## src/rtl/huffman_heap_tree_decoder_top_macros.svh

```systemverilog
// Assertion macros for the heap tree decoder.
// Used by the top level; relies on clk and rst_n being in scope.
`ifndef HUFFMAN_HEAP_TREE_DECODER_TOP_MACROS_SVH
`define HUFFMAN_HEAP_TREE_DECODER_TOP_MACROS_SVH

// Same-cycle implication, checked outside reset.
`define HHTD_ASSERT_IMP(label, cond, cons, msg) \
  label: assert property (@(posedge clk) disable iff (!rst_n) (cond) |-> (cons)) \
    else $error(msg);

// Next-cycle implication, checked outside reset.
`define HHTD_ASSERT_NXT(label, cond, cons, msg) \
  label: assert property (@(posedge clk) disable iff (!rst_n) (cond) |=> (cons)) \
    else $error(msg);

`endif

```

## src/rtl/hhtd_pkg.sv

```systemverilog
// Package for the heap tree decoder: item types, command and status structs.
// Has no dependencies; used by the controller, the datapath and the top level.
package hhtd_pkg;

  localparam int TREE_ENTRIES = 2048;
  localparam int ADDR_W       = $clog2(TREE_ENTRIES);
  localparam int IDX_W        = ADDR_W + 2;

  localparam logic FUNC_LOAD   = 1'b0;
  localparam logic FUNC_DECODE = 1'b1;

  typedef struct packed {
    logic        func;
    logic [10:0] entry_addr;
    logic [7:0]  entry_value;
    logic [7:0]  coded_byte;
  } in_item_t;

  typedef struct packed {
    logic [7:0] symbol;
    logic       walk_error;
    logic       last;
  } out_item_t;

  typedef struct packed {
    logic clr;
    logic load;
    logic start;
    logic step;
    logic flush;
  } cmd_t;

  typedef struct packed {
    logic clr_done;
    logic last_bit;
    logic step_ok;
    logic flush_ok;
  } stat_t;

endpackage

```

## src/rtl/hhtd_ctrl.sv

```systemverilog
// Controller of the heap tree decoder: clear pass, idle, bit walk and flush.
// Depends on hhtd_pkg; drives the datapath through cmd_t and reads stat_t.
module hhtd_ctrl (
  input  logic           clk,
  input  logic           rst_n,
  input  logic           in_valid,
  input  logic           in_func,
  output logic           in_stall,
  input  hhtd_pkg::stat_t stat,
  output hhtd_pkg::cmd_t  cmd
);
  import hhtd_pkg::*;

  typedef enum logic [1:0] {
    ST_CLEAR,
    ST_IDLE,
    ST_WALK,
    ST_FLUSH
  } state_t;

  state_t state_r, state_nxt;
  logic   stall_r, stall_nxt;

  always_comb begin
    cmd.clr   = (state_r == ST_CLEAR);
    cmd.load  = (state_r == ST_IDLE) && in_valid && (in_func == FUNC_LOAD);
    cmd.start = (state_r == ST_IDLE) && in_valid && (in_func == FUNC_DECODE);
    cmd.step  = (state_r == ST_WALK) && stat.step_ok;
    cmd.flush = (state_r == ST_FLUSH) && stat.flush_ok;
  end

  always_comb begin
    state_nxt = state_r;
    unique case (state_r)
      ST_CLEAR: begin
        if (stat.clr_done) begin
          state_nxt = ST_IDLE;
        end
      end
      ST_IDLE: begin
        if (cmd.start) begin
          state_nxt = ST_WALK;
        end
      end
      ST_WALK: begin
        if (cmd.step && stat.last_bit) begin
          state_nxt = ST_FLUSH;
        end
      end
      ST_FLUSH: begin
        if (cmd.flush) begin
          state_nxt = ST_IDLE;
        end
      end
      default: state_nxt = ST_CLEAR;
    endcase
    stall_nxt = (state_nxt != ST_IDLE);
  end

  always_ff @(posedge clk) begin
    if (!rst_n) begin
      state_r <= ST_CLEAR;
      stall_r <= 1'b1;
    end else begin
      state_r <= state_nxt;
      stall_r <= stall_nxt;
    end
  end

  assign in_stall = stall_r;

endmodule

```

## config.mk

```make
export PLATFORM = sky130hd
export DESIGN_NAME = hhtd_ctrl
export DESIGN_NICKNAME = d
export VERILOG_FILES = /design/src/rtl/huffman_heap_tree_decoder_top_macros.svh /design/src/rtl/hhtd_pkg.sv /design/src/rtl/hhtd_ctrl.sv
export SDC_FILE = /design/constraint.sdc
export NUM_CORES = 1
export LEC_CHECK = 0
export BUFFER_PORTS_ARGS = -buffer_cell sky130_fd_sc_hd__buf_2
export CORE_AREA = 4 4 41 43
export CTS_BUF_LIST = sky130_fd_sc_hd__clkbuf_4 sky130_fd_sc_hd__clkbuf_8 sky130_fd_sc_hd__clkbuf_16
export DETAILED_ROUTE_END_ITERATION = 10
export DIE_AREA = 0 0 45 47
export PLACE_DENSITY_LB_ADDON = 0.3
export SLEW_MARGIN = 40
export SYNTH_ARGS = -nofsm -noshare
export SYNTH_HDL_FRONTEND = slang
export SYNTH_SLANG_ARGS = --single-unit
```

## constraint.sdc

```tcl
create_clock -name clk -period 1 [get_ports clk]
set_input_delay 0.2 -clock clk [delete_from_list [all_inputs] [get_ports clk]]
set_output_delay 0.2 -clock clk [all_outputs]
set_load 0.03 [all_outputs]
```

Word-level counts from Yosys, hierarchy flattened

Index checks and enable logic that the tools add are counted.

Register bits after elaboration: 3
Output and inout bits: 6
Word-level logic and storage cells: 19

Equal/unequal tests: 4
Muxes and demuxes: 5
Bitwise operators: 1
Reduce and logical (&&, ||, !) cells: 7

Operator list:

| operator                                               | number |
|---|---|
| 2-to-1 mux 2 bit                                       | 4 |
| case mux 2 bit (4 select lines)                        | 1 |
| logical AND 1 bit                                      | 6 |
| == test 2 bit (second input constant)                  | 2 |
| == test 2 x 1 -> 1 bit (second input constant)         | 1 |
| zero test 2 bit                                        | 1 |
| inequality test 2 x 1 -> 1 bit (second input constant) | 1 |
| NOT 1 bit                                              | 1 |

Logic depth before layout (Yosys ltp)

Depth after elaboration: 6
Mapped depth: 3
Gate-level depth less buffers: 3

Least setup slack after synthesis

No wires, ideal clock.

Path type: register -> output
From: register state_r[0]
To: output cmd[3] (netlist name)
Arrival time: 1.092 ns
Slack: -0.292 ns
Stages on the path, launching flop included: 3
Path buffers: 0
Path through: dfxtp_1 -> nand2_1 -> nor3_1

RTL lines:

| item                   | line            | text |
|---|---|---|
| start, declared        | hhtd_ctrl.sv:21 | `state_t state_r, state_nxt;` |
| start signal, assigned | hhtd_ctrl.sv:65 | `state_r <= state_nxt;` |
| end, declared          | hhtd_ctrl.sv:10 | `output hhtd_pkg::cmd_t cmd` |

==> metrics <==
status finished, violations left; failing checks setup timing; H-tree levels 1; die width 45 um; r2r setup slk -90 ps; Synth top area share 0.4103; first-pass GRT wire length 793 um; fin util 0.2971; max_slew headroom 0.8661; pwr dens 1297 nW/um2; Pre-Repair DR Iteration Count 4; Routability Congestion 0.6088; synth top area cells dfxtp_1, and4b_4, and3_1; vias in the first global route 203; CP Launch Type register; async set-or-reset flop fraction in the synthesized netlist 0; max cap viols 0; Final Max Tran Viols 0; Inserted Clock Buffers 3; Routed WL per cell 9.593 um; Yosys cell types 11; core area 1301 um2; r2r startpoint state_r[1]; WP data required 800 ps; ANT cells 0; Most used DFF post-synth dfxtp_1; Synth Area per Inst 8.611 um2; clk_lat worst skew 230 ps; Worst Hold End state_r[0]; leak pwr 0.1901 nW; Worst Hold Launch rst_n; hold depth 3; multi-input logic area 128.9 um2; area delta synth->final 164.1%; HP Class primary input to register; crit path DAT 1040 ps; most frequent cell after synthesis dfxtp_1; Commonest cells post-synth dfxtp_1, and3_1, nand2_1, nor2_1, nor2b_1; final hold vios 0; # setup viols final 8; Power Total 0.5015 mW; Syn Inst Count 17; FF-to-FF End in_stall; PortBufs 13; critical path type register to primary output; Setup crit end kind primary output; dpl cells 46; fin cells 54; DRT iter0 DRCs 3; layout cells sized above 1 0.7692; Post-synth EDFFs 0; Synth Net Count 25; Ys Warns 0; Routed WL 518 um; Synth area leader dfxtp_1; fillers 157; Reg area 67.56 um2; DR DRC count 0; Tcrit/Tclk final 1.237; Worst IR Drop VDD 0.5296 mV; path depth of the worst reg2reg path 5; Clock Tree Root clkbuf_4; clk_skew 3.141 ps; DRT antenna net count 0; CTS tree built; global route overflow 0; Ports 14; via count of the routed design 217; Least-Margin Pin Slew 199.7 ps; f_max 808.5 MHz; Rows 13; Clock Tree Buf Depth 2; synthesized flop and latch total 3; Seq/Total Area, Yosys 0.4103; Final WS setup -236.9 ps; Clock transition at path regs 30 ps; largest net degree at the start of global routing 8; total global routing track utilization 0.05617; CP max FO 7; Final min period 1237 ps; Via density 4.019; DP HPWL 353.9 um; unrepaired setup endpoints after global routing true; initial core utilization 0.1125; chip height 47 um; clock sinks 3; die area 2115 um2; initial antenna violation count 0; nets@finish 48; Post-Syn Area 146.4 um2
-- cell usage in the layout, fill, tap and decap left out --
| cell type | Yosys | routed |
|---|---|---|
| buf_2 | 0 | 8 |
| buf_6 | 0 | 7 |
| clkbuf_4 | 0 | 4 |
| buf_4 | 0 | 3 |
| and3_1 | 2 | 2 |
| nor2b_1 | 2 | 2 |
| dfxtp_4 | 0 | 2 |
| nor2_4 | 0 | 1 |
| and4b_4 | 1 | 1 |
| and3b_1 | 1 | 1 |
| nand2_4 | 0 | 1 |
| nor3_4 | 0 | 1 |
| o31ai_2 | 0 | 1 |
| nor2_1 | 2 | 1 |
| nand2_1 | 2 | 1 |
| a21oi_4 | 0 | 1 |
| nand2b_1 | 1 | 1 |
| dfxtp_1 | 3 | 1 |
-- flip-flops by register name (all words and copies together), names as in the netlist --
name      cells
in_stall      1
state_r       2
-- stage by stage --
step / TNS [ps] / setup slack (ps) / cell area [um2] / hold slack, ps
after global placement: -139.9 / -77.75 / 249.0 / 438.0
after global routing: -1514 / -275.2 / 386.6 / 205.1
after floorplan: -52.90 / -29.29 / 157.7 / 328.2
after detailed placement: -228.9 / -102.9 / 249.0 / 428.8
final: -1181 / -236.9 / 386.6 / 208.5
after CTS: -972.8 / -250.1 / 351.6 / 184.4
-- kinds of logic (layout without fill, tap and decap cells) --
group	count (synthesis)	count (layout)	synth area share
compound gates	2	2	0.08546
buf+inv	0	22	0
flops	3	3	0.4103
simple gates	12	12	0.5043
-- cell type report --
type                    instances  share of cell area
clock buffers                   4             0.07767
multi-input cells              14              0.3333
flip-flops and latches          3              0.1748
well taps                      15             0.04854
repair buffers                 18              0.3657
-- critical path, cell delays in order (launching register included) --
cell and delay [ps]:
dfxtp_4 350, and4b_4 330, buf_6 130
-- repair_timing --
item | in CTS | in global routing
setup buffers | 2 | 2
pin swaps | 1 | 1
endpoints found under the setup margin | 7 | 8
hold buffers | 0 | 0
hold endpoints to repair | 0 | 0
gates resized for setup | 19 | 4
-- worst max path at each step --
stage | startpoint | to
5_1_grt | state_r[1] | cmd[2]
6_report | state_r[1] | cmd[2]
2_1_floorplan | state_r[1] | in_stall
3_5_place_dp | state_r[1] | cmd[2]
3_3_place_gp | state_r[0] | cmd[2]
4_1_cts | state_r[1] | cmd[2]
-- power breakdown --
part | total [mW] | switching (mW) | internal, mW
logic | 0.121 | 0.0594 | 0.0621
clock network | 0.237 | 0.0611 | 0.176
registers | 0.143 | 0.0138 | 0.129
-- per-layer routing --
metal  vias up  global-route usage  routed length, um
met1       101             0.05708                193
li1        103                   -                  -
met5         -                   0                  0
met3         0             0.03831                 66
met2        13             0.07627                257
met4         0             0.05263                  0
No activity file was read; power rests on OpenSTA's default activity.
